--- config.mk ---
export PLATFORM = sky130hd
export DESIGN_NAME = modular_inverse_ext_euclid_unit
export DESIGN_NICKNAME = d
export VERILOG_FILES = /design/src/sv/mie_pkg.sv /design/src/sv/modular_inverse_ext_euclid_unit.sv
export SDC_FILE = /design/constraint.sdc
export NUM_CORES = 1
export LEC_CHECK = 0
export ABC_AREA = 1
export BUFFER_PORTS_ARGS = -buffer_cell sky130_fd_sc_hd__buf_2
export CAP_MARGIN = 5
export CORE_ASPECT_RATIO = 0.75
export CORE_MARGIN = 2
export CORE_UTILIZATION = 40
export CTS_BUF_LIST = sky130_fd_sc_hd__clkbuf_4 sky130_fd_sc_hd__clkbuf_8 sky130_fd_sc_hd__clkbuf_16
export DETAILED_ROUTE_END_ITERATION = 8
export PLACE_DENSITY = 0.63
export SETUP_SLACK_MARGIN = 0.2
export SYNTH_ARGS = -nofsm -noshare
export SYNTH_HDL_FRONTEND = slang
export SYNTH_SLANG_ARGS = --single-unit
--- constraint.sdc ---
create_clock -name clk -period 9.99 [get_ports clk]
set_clock_uncertainty 0.15 [all_clocks]
set_input_delay 0.4995 -clock clk [delete_from_list [all_inputs] [get_ports clk]]
set_output_delay 0.4995 -clock clk [all_outputs]
set_load 0.01 [all_outputs]
--- src/sv/mie_pkg.sv ---
// Shared types and constants for the modular inverse unit.
`default_nettype none

package mie_pkg;

	// Operand and result width
	localparam int MIE_WIDTH = 32;
	// Counter width for the divisor alignment shift
	localparam int MIE_CNT_W = $clog2(MIE_WIDTH);

	// Request item
	typedef struct packed {
		logic [MIE_WIDTH-1:0] value;
		logic [MIE_WIDTH-1:0] modulus;
	} mie_req_t;

	// Result item
	typedef struct packed {
		logic [MIE_WIDTH-1:0] divisor;
		logic [MIE_WIDTH-1:0] inverse;
		logic                 has_inverse;
	} mie_rsp_t;

endpackage

`default_nettype wire

--- src/sv/modular_inverse_ext_euclid_unit.sv ---
// Modular inverse and gcd by the extended Euclidean algorithm, one shared shift-subtract divider.
//
// Pulse start with a request while busy is low; busy rises the next cycle and stays high
// until the result is presented. The result sits on rsp for exactly one cycle, flagged by
// done, and must be captured then: there is no way to hold it. Each Euclid step runs on one
// shift-subtract unit: the divisor is first shifted up to the dividend, then restoring
// subtract steps, one per quotient bit, produce the remainder and fold the quotient into the
// coefficient product, then the coefficient pair is updated; the step that leaves a zero
// remainder skips the update and goes on to present the result. A request with a zero
// operand leaves busy low, and done follows in the next cycle with all result fields zero.
`default_nettype none

module modular_inverse_ext_euclid_unit
	import mie_pkg::*;
(
	input  wire logic     clk,
	input  wire logic     arst_n,
	input  wire logic     start,
	output logic          busy,
	input  wire mie_req_t req,
	output logic          done,
	output mie_rsp_t      rsp
);

	localparam int W  = MIE_WIDTH;
	localparam int CW = MIE_CNT_W;

	// Sequencer codes
	localparam logic [2:0] ST_IDLE   = 3'd0;
	localparam logic [2:0] ST_ALIGN  = 3'd1;
	localparam logic [2:0] ST_REDUCE = 3'd2;
	localparam logic [2:0] ST_UPDATE = 3'd3;
	localparam logic [2:0] ST_FINISH = 3'd4;

	logic [2:0]    state_q;
	logic [W-1:0]  m_q;      // modulus
	logic [W-1:0]  r_q;      // current divisor (previous remainder)
	logic [W-1:0]  rm_q;     // running dividend / remainder
	logic [W-1:0]  d_q;      // shifted divisor
	logic [CW-1:0] cnt_q;    // alignment shift count
	logic [W-1:0]  p_q;      // quotient times v, built MSB first
	logic [W-1:0]  u_mag_q;
	logic          u_neg_q;
	logic [W-1:0]  v_mag_q;
	logic          v_neg_q;
	logic          done_q;
	mie_rsp_t      rsp_q;

	// Shared subtractor for the restoring divide step
	logic [W:0]   div_diff;
	logic         div_ge;
	logic [W-1:0] rm_next;
	logic [W-1:0] p_next;
	logic         align_ok;

	always_comb begin
		div_diff = {1'b0, rm_q} - {1'b0, d_q};
		div_ge   = ~div_diff[W];
		rm_next  = div_ge ? div_diff[W-1:0] : rm_q;
		p_next   = {p_q[W-2:0], 1'b0} + (div_ge ? v_mag_q : '0);
		align_ok = ~d_q[W-1] && ({d_q, 1'b0} <= {1'b0, rm_q});
	end

	// Coefficient step: t = u - q*v in sign and magnitude
	logic [W:0]   coef_diff;
	logic [W-1:0] t_mag;
	logic         t_neg;
	logic         p_neg;

	always_comb begin
		p_neg     = ~v_neg_q;
		coef_diff = {1'b0, u_mag_q} - {1'b0, p_q};
		if (u_neg_q == p_neg) begin
			t_mag = u_mag_q + p_q;
			t_neg = u_neg_q;
		end else if (!coef_diff[W]) begin
			t_mag = coef_diff[W-1:0];
			t_neg = u_neg_q;
		end else begin
			t_mag = p_q - u_mag_q;
			t_neg = p_neg;
		end
		if (t_mag == '0) begin
			t_neg = 1'b0;
		end
	end

	// Final inverse: fold a non-positive coefficient back into range
	logic [W-1:0] inv_val;

	always_comb begin
		if (!v_neg_q && v_mag_q != '0) begin
			inv_val = v_mag_q;
		end else begin
			inv_val = m_q - v_mag_q;
		end
	end

	// Sequencer state and done strobe registers
	always_ff @(posedge clk or negedge arst_n) begin
		if (!arst_n) begin
			state_q <= ST_IDLE;
			done_q  <= 1'b0;
		end else begin
			done_q <= 1'b0;
			case (state_q)
				ST_IDLE: begin
					if (start) begin
						if (req.value == '0 || req.modulus == '0) begin
							done_q <= 1'b1;
						end else begin
							state_q <= ST_ALIGN;
						end
					end
				end
				ST_ALIGN: begin
					if (!align_ok) begin
						state_q <= ST_REDUCE;
					end
				end
				ST_REDUCE: begin
					if (cnt_q == '0) begin
						state_q <= (rm_next == '0) ? ST_FINISH : ST_UPDATE;
					end
				end
				ST_UPDATE: begin
					state_q <= ST_ALIGN;
				end
				ST_FINISH: begin
					done_q  <= 1'b1;
					state_q <= ST_IDLE;
				end
				default: begin
					state_q <= ST_IDLE;
				end
			endcase
		end
	end

	// Payload registers, no reset needed
	always_ff @(posedge clk) begin
		case (state_q)
			ST_IDLE: begin
				// Load a new item; a zero operand answers with all zeros at once
				rsp_q   <= '0;
				rm_q    <= req.value;
				r_q     <= req.modulus;
				d_q     <= req.modulus;
				m_q     <= req.modulus;
				cnt_q   <= '0;
				p_q     <= '0;
				u_mag_q <= W'(1);
				u_neg_q <= 1'b0;
				v_mag_q <= '0;
				v_neg_q <= 1'b0;
			end
			ST_ALIGN: begin
				// Shift the divisor up while it still fits under the dividend
				if (align_ok) begin
					d_q   <= {d_q[W-2:0], 1'b0};
					cnt_q <= cnt_q + CW'(1);
				end
			end
			ST_REDUCE: begin
				// One quotient bit per cycle, folded into the product
				rm_q <= rm_next;
				p_q  <= p_next;
				d_q  <= {1'b0, d_q[W-1:1]};
				if (cnt_q != '0) begin
					cnt_q <= cnt_q - CW'(1);
				end
			end
			ST_UPDATE: begin
				// Advance the remainder pair and the coefficient pair
				u_mag_q <= v_mag_q;
				u_neg_q <= v_neg_q;
				v_mag_q <= t_mag;
				v_neg_q <= t_neg;
				rm_q    <= r_q;
				r_q     <= rm_q;
				d_q     <= rm_q;
				p_q     <= '0;
				cnt_q   <= '0;
			end
			ST_FINISH: begin
				// Present gcd and, when it is one, the inverse
				rsp_q.divisor <= r_q;
				if (r_q == W'(1)) begin
					rsp_q.inverse     <= inv_val;
					rsp_q.has_inverse <= 1'b1;
				end else begin
					rsp_q.inverse     <= '0;
					rsp_q.has_inverse <= 1'b0;
				end
			end
			default: begin
				rsp_q <= rsp_q;
			end
		endcase
	end

	assign busy = (state_q != ST_IDLE);
	assign done = done_q;
	assign rsp  = rsp_q;

endmodule

`default_nettype wire

### After elaboration in Yosys (flattened, before gate mapping)

Index checks and enable logic that the tools add are counted.

| storage, ports and cells | value |
|---|---|
| bits in latches | 0 |
| bits in read-only memories | 0 |
| input port bits | 67 |
| word-level logic and storage cells | 92 |
| output and inout bits | 67 |
| memories | 0 |
| bits in registers | 300 |
| bits in writable memories | 0 |

| operators by class | value |
|---|---|
| add/subtract/negate cells | 8 |
| muxes and demuxes | 31 |
| shifts and indexed selects | 0 |
| magnitude comparators | 1 |
| divide/modulo/power cells | 0 |
| bitwise gates (word level) | 2 |
| reduce and logical (&&, ||, !) cells | 23 |
| multipliers | 0 |
| eq/ne operators | 12 |

Operators by type and width:

| kind | count |
|---|---|
| $pmux W32 S2 | 4 |
| $mux W32 | 6 |
| $pmux W65 S2 | 1 |
| $logic_not A32 Y1 | 4 |
| $pmux W32 S4 | 1 |
| $pmux W32 S3 | 1 |
| $sub A32 B32 Y33 | 2 |
| $add A32 B32 Y32 | 2 |
| $sub A32 B32 Y32 | 2 |
| $le A33 B32 Y1 | 1 |
| $mux W33 | 1 |
| $eq A32 B1 Y1 const B | 1 |
| $reduce_bool A32 Y1 | 1 |
| $mux W3 | 5 |
| $pmux W5 S3 | 1 |
| $ne A2 B2 Y1 const B | 6 |
| $pmux W3 S4 | 1 |
| $mux W5 | 2 |
| $reduce_bool A3 Y1 | 3 |
| $eq A3 B2 Y1 const B | 2 |
| $pmux W1 S2 | 3 |
| $reduce_bool A2 Y1 | 3 |
| $add A5 B1 Y5 const B | 1 |
| $logic_not A5 Y1 | 1 |
| other kinds (16) | 22 |

### Logic depth before layout (Yosys ltp)

| depth | value |
|---|---|
| depth after elaboration | 6 |
| gate-level depth with buffers | 31 |
| mapped depth without buffers | 29 |

### Worst setup path after synthesis

No wires, ideal clock.

| timing | value |
|---|---|
| kind | flip-flop to flip-flop |
| start point | register state_q[0] |
| end point | register r_q[0], enable pin |
| buffers on the path | 2 |
| slack | 0.587 ns |
| cell stages (with the launch flop) | 8 |
| data required time | 9.340 ns |
| clock period less this slack | 9.403 ns |
| setup time | 0.500 ns |
| arrival | 8.752 ns |
| cell sequence | dfrtp_1 > nor2_1 > inv_1 > nor2_1 > inv_1 > nand2_1 > clkbuf_1 > buf_1 |

| on the way | value |
|---|---|
| longest elaborated chain between the ends | 2 |
| elaborated cells on any way between the ends | 3 |
| classes of those cells | eq/ne (1); reduce/logical (2) |

Ends and longest elaborated chain:

| what | line | RTL |
|---|---|---|
| start: declaration | modular_inverse_ext_euclid_unit.sv:35 | `logic [2:0] state_q;` |
| start signal: assignment | modular_inverse_ext_euclid_unit.sv:123 | `state_q <= (rm_next == '0) ? ST_FINISH : ST_UPDATE;` |
| $eq A3 B2 Y1 / $logic_not A3 Y1 (equally long branches) | modular_inverse_ext_euclid_unit.sv:142 | `case (state_q)` |
| $reduce_bool A2 Y1 (no source line) * | - |  |
| end signal: assignment | modular_inverse_ext_euclid_unit.sv:147 | `r_q <= req.modulus;` |
| end signal: assignment | modular_inverse_ext_euclid_unit.sv:180 | `r_q <= rm_q;` |
| end: declaration | modular_inverse_ext_euclid_unit.sv:37 | `logic [W-1:0] r_q;` |

Every way passes the cells marked *; elsewhere a longest branch is shown, timed or not.
A chain may end at the register's enable or synchronous reset.

### Worst setup path after layout

| timing | value |
|---|---|
| start point | register d_q[25] |
| end point | register p_q[27], data pin |

| on the way | value |
|---|---|
| longest elaborated chain between the ends | 4 |

Ends and longest elaborated chain:

| what | line | RTL |
|---|---|---|
| start: declaration | modular_inverse_ext_euclid_unit.sv:39 | `logic [W-1:0] d_q;` |
| start signal: assignment | modular_inverse_ext_euclid_unit.sv:148 | `d_q <= req.modulus;` |
| start signal: assignment | modular_inverse_ext_euclid_unit.sv:160 | `d_q <= {d_q[W-2:0], 1'b0};` |
| start signal: assignment | modular_inverse_ext_euclid_unit.sv:168 | `d_q <= {1'b0, d_q[W-1:1]};` |
| $sub A32 B32 Y33 | modular_inverse_ext_euclid_unit.sv:57 | `div_diff = {1'b0, rm_q} - {1'b0, d_q};` |
| $mux W32 | modular_inverse_ext_euclid_unit.sv:60 | `p_next = {p_q[W-2:0], 1'b0} + (div_ge ? v_mag_q : '0);` |
| $add A32 B32 Y32 | modular_inverse_ext_euclid_unit.sv:60 |  |
| $pmux W32 S2 | modular_inverse_ext_euclid_unit.sv:142 |  |
| end signal: assignment | modular_inverse_ext_euclid_unit.sv:167 | `p_q <= p_next;` |
| end: declaration | modular_inverse_ext_euclid_unit.sv:41 | `logic [W-1:0] p_q;` |

Every way passes these cells.

==> run_results.csv <==
group,metric,value,unit
critical_path,start_kind,"register",
clock_tree,cts_sinks,300,
placed_design,gp_congestion,1.040,
clock_tree,worstSkewPairLatency,600,ps
timing,setup_viol,0,
die,coreArea,66790,um^2
critical_path,required,10180,ps
placed_design,dpl.hpwl,75480,um
critical_path,reg2reg_depth,27,
detailed_routing,num_vias,26570,
timing,period_minus_slack,5725,ps
timing,hold_ws,16.66,ps
detailed_routing,first_pass_iters,7,
clock_tree,cts_max_path_buffers,3,
clock_tree,htree_levels,1,
critical_path,crit_slowest_cell,"inv_4",
yosys,async_flop_share,1.333,%
critical_path,crit_family,"simple AND/OR/NAND/NOR gates",
cells_and_area,num_antenna_cells,0,
yosys,synth_enable_flop_cells,296,
clock_tree,cts_tree,"yes",
detailed_routing,drt-met1-wl,44660,um
die,rows,82,
cells_and_area,post-route-util,44.36,%
power,total_power,2579,uW
cells_and_area,multi_input_area,14890,um^2
cells_and_area,layout.nets,4348,
clock_tree,post_cts_resized,0,
yosys,postSynthAreaPerCell,6.839,um^2
power,peakVddDrop,0.0001296,V
detailed_routing,drt-wirelength-per-cell,19.05,um
placed_design,dpl_worst_slack,4480,ps
timing,rsz0062_at_grt,"no",
yosys,synth_cells,3951,
critical_path,crit_top_cell,"nand2_1",
grt,grt_pass1_wl,142500,um
yosys,synth_cell_types,54,
critical_path,max_stage_delay,580,ps
yosys,ys.flop_type,"edfxtp_1",
clock_tree,clockRootBuffer,"clkbuf_16",
cells_and_area,fillers,6883,
grt,antenna_found_initial,5,
worst_hold_path,worstHoldStart,"req[22]",
detailed_routing,dr.max_layer_used,"met5",
clock_tree,cts_buffers,29,
job,cap_violations,0,
power,p_leak,0.01480,uW
yosys,synthMostInstantiatedCell,"nand2_1",
yosys,ys_warn_count,0,
die,die_width,304.1,um
detailed_routing,vias_per_cell,5.361,
timing,max_slew.worst_pin.slew,1239,ps
detailed_routing,dr_wl_met3,12430,um
clock_tree,clkTransAtPathRegs,70,ps
power,powerDensity,87.04,nW/um^2
die,initial_utilization,40.46,%
die,io_pins,134,
cells_and_area,seq_area,8989,um^2
grt,grt_pass1_vias,23710,
detailed_routing,drt_iter0_drc,3323,
yosys,synthesis.nets,4246,
timing,setup_slack,4265,ps
cells_and_area,synthToLayoutAreaGrowth,9.636,%
timing,clock.fmax,174.7,MHz
cells_and_area,drive_above_1_share,6.847,%
die,die_area,69670,um^2
critical_path,path_max_fanout,49,
grt,grt.total_usage,26.34,%
timing,finalCritPeriodShare,57.30,%
status,status,"completed",
worst_hold_path,hold_class,"in2reg",
worst_hold_path,min_to,"m_q[22]",
timing,hold_viol,0,
grt,globalRoute.totalOverflow,0,
grt,grt_max_degree,71,
yosys,synthTopCellsByArea,"edfxtp_1 33%, nand2_1 17%, ha_1 10%",
critical_path,critPathBufInv,6,
yosys,synth_area,27020,um^2
yosys,synth_top_cells_by_count,"1242 x nand2_1, 699 x inv_1, 389 x nor2_1",
critical_path,path_class,"reg2reg",
detailed_routing,final_antenna_net_count,0,
worst_hold_path,min_delay_path_depth,1,
yosys,synth_largest_area_cell,"edfxtp_1",
detailed_routing,wl_met2,35850,um
yosys,ys_ff_latch,300,
critical_path,rr_startpoint,"d_q[25]",
critical_path,r2r_slack,4270,ps
yosys,synth_top_area_share,32.89,%
timing,fin_tns_setup,0,ps
critical_path,critPathArrivalTime,5910,ps
detailed_routing,drt-total-wl,94430,um
critical_path,timing.rr.end,"p_q[27]",
timing,drv_slew,0,
die,die_h,229.1,um
timing,relSlewSlack,16.61,%
detailed_routing,drcViolationCount,0,
yosys,ys_seq_area_share,33.26,%
placed_design,io_buffers,133,
critical_path,worstSetupEndpointType,"register",
## worst register-to-register path, delay by kind of cell (launching register included)
kind	cells	cell delay, ps
AOI/OAI and AO/OA	6	1160
DFF	1	430
adders and majority gates	3	940
and+or+nand+nor	12	1620
buffers and inverters	6	1180
## sequential cells by signal (all words and copies together), names as in the netlist, 32 cells and up
signal / count
p_q: 32
u_mag_q: 32
m_q: 32
rm_q: 32
v_mag_q: 32
rsp: 65
r_q: 32
d_q: 32
## worst max-delay path by stage
stage               start       to  slack [ps]  cells past startpoint
2_1_floorplan  state_q[0]   r_q[0]         590                      7
3_3_place_gp      rm_q[0]  p_q[31]        4570                     29
3_5_place_dp      rm_q[0]  p_q[27]        4480                     28
4_1_cts           rm_q[0]  p_q[27]        4460                     28
5_1_grt           d_q[25]  p_q[27]        3840                     27
6_report          d_q[25]  p_q[27]        4270                     27
## area by class of cell
type                       count  area share (%)
timing repair buffer         168           3.311
tap                          882           3.725
inverter                     717           9.101
multi-input combinational   2837           50.27
clock inverter                19          0.6757
sequential                   300           30.34
clock buffer                  34           2.576
## metrics by stage
stage,instance area (um^2),instances
6_report,29630,4957
5_1_grt,29630,4957
4_1_cts,29600,4955
3_5_place_dp,28480,4887
3_3_place_gp,28480,4887
2_1_floorplan,27020,3951
## kinds of logic after synthesis
group           share of synthesized area [%]
compound gates                          11.61
flops                                   33.26
buf+inv                                 11.79
mux                                   0.03704
xor+xnor                                1.750
simple gates                            30.79
fa+ha+maj                               10.75
## power by group
| part | switching [uW] | internal, uW |
|---|---|---|
| clock network | 513 | 648 |
| logic | 29.5 | 21.1 |
| registers | 0 | 1370 |
## cells in the final DEF, fill, tap and decap left out, types with 7 or more instances in the layout
master and n:
buf_4 18, or2_2 24, nand3b_1 11, o21ai_1 10, ha_1 221, clkbuf_16 29
inv_2 12, o221ai_1 8, o21ai_0 110, a31oi_1 24, nand4_1 53, o2111ai_1 30
nand3_1 200, xor2_1 42, edfxtp_1 296, nor2_1 385, xnor2_1 12, o21bai_1 17
nor3_1 32, inv_1 698, dlygate4sd3_1 16, a21oi_1 256, o211ai_1 49, nor2_4 8
nor4_1 24, nand2_4 9, nand2_1 1241, nand2_2 13, a21o_1 8, o21a_1 7
buf_2 133, clkinv_1 11, fa_1 7
## what timing repair did
action / CTS / global route
hold buffers: 15 / 1
endpoints found under the hold margin: 18 / 1
buffers inserted: 0 / 0
## routing by layer
layer | GRT usage (%) | vias to the layer above
met2 | 35.66 | 1345
met5 | 0 | -
met1 | 40.87 | 12150
met4 | 3.809 | 2
met3 | 8.189 | 106
li1 | - | 12970
No activity file was read; power rests on OpenSTA's default activity.
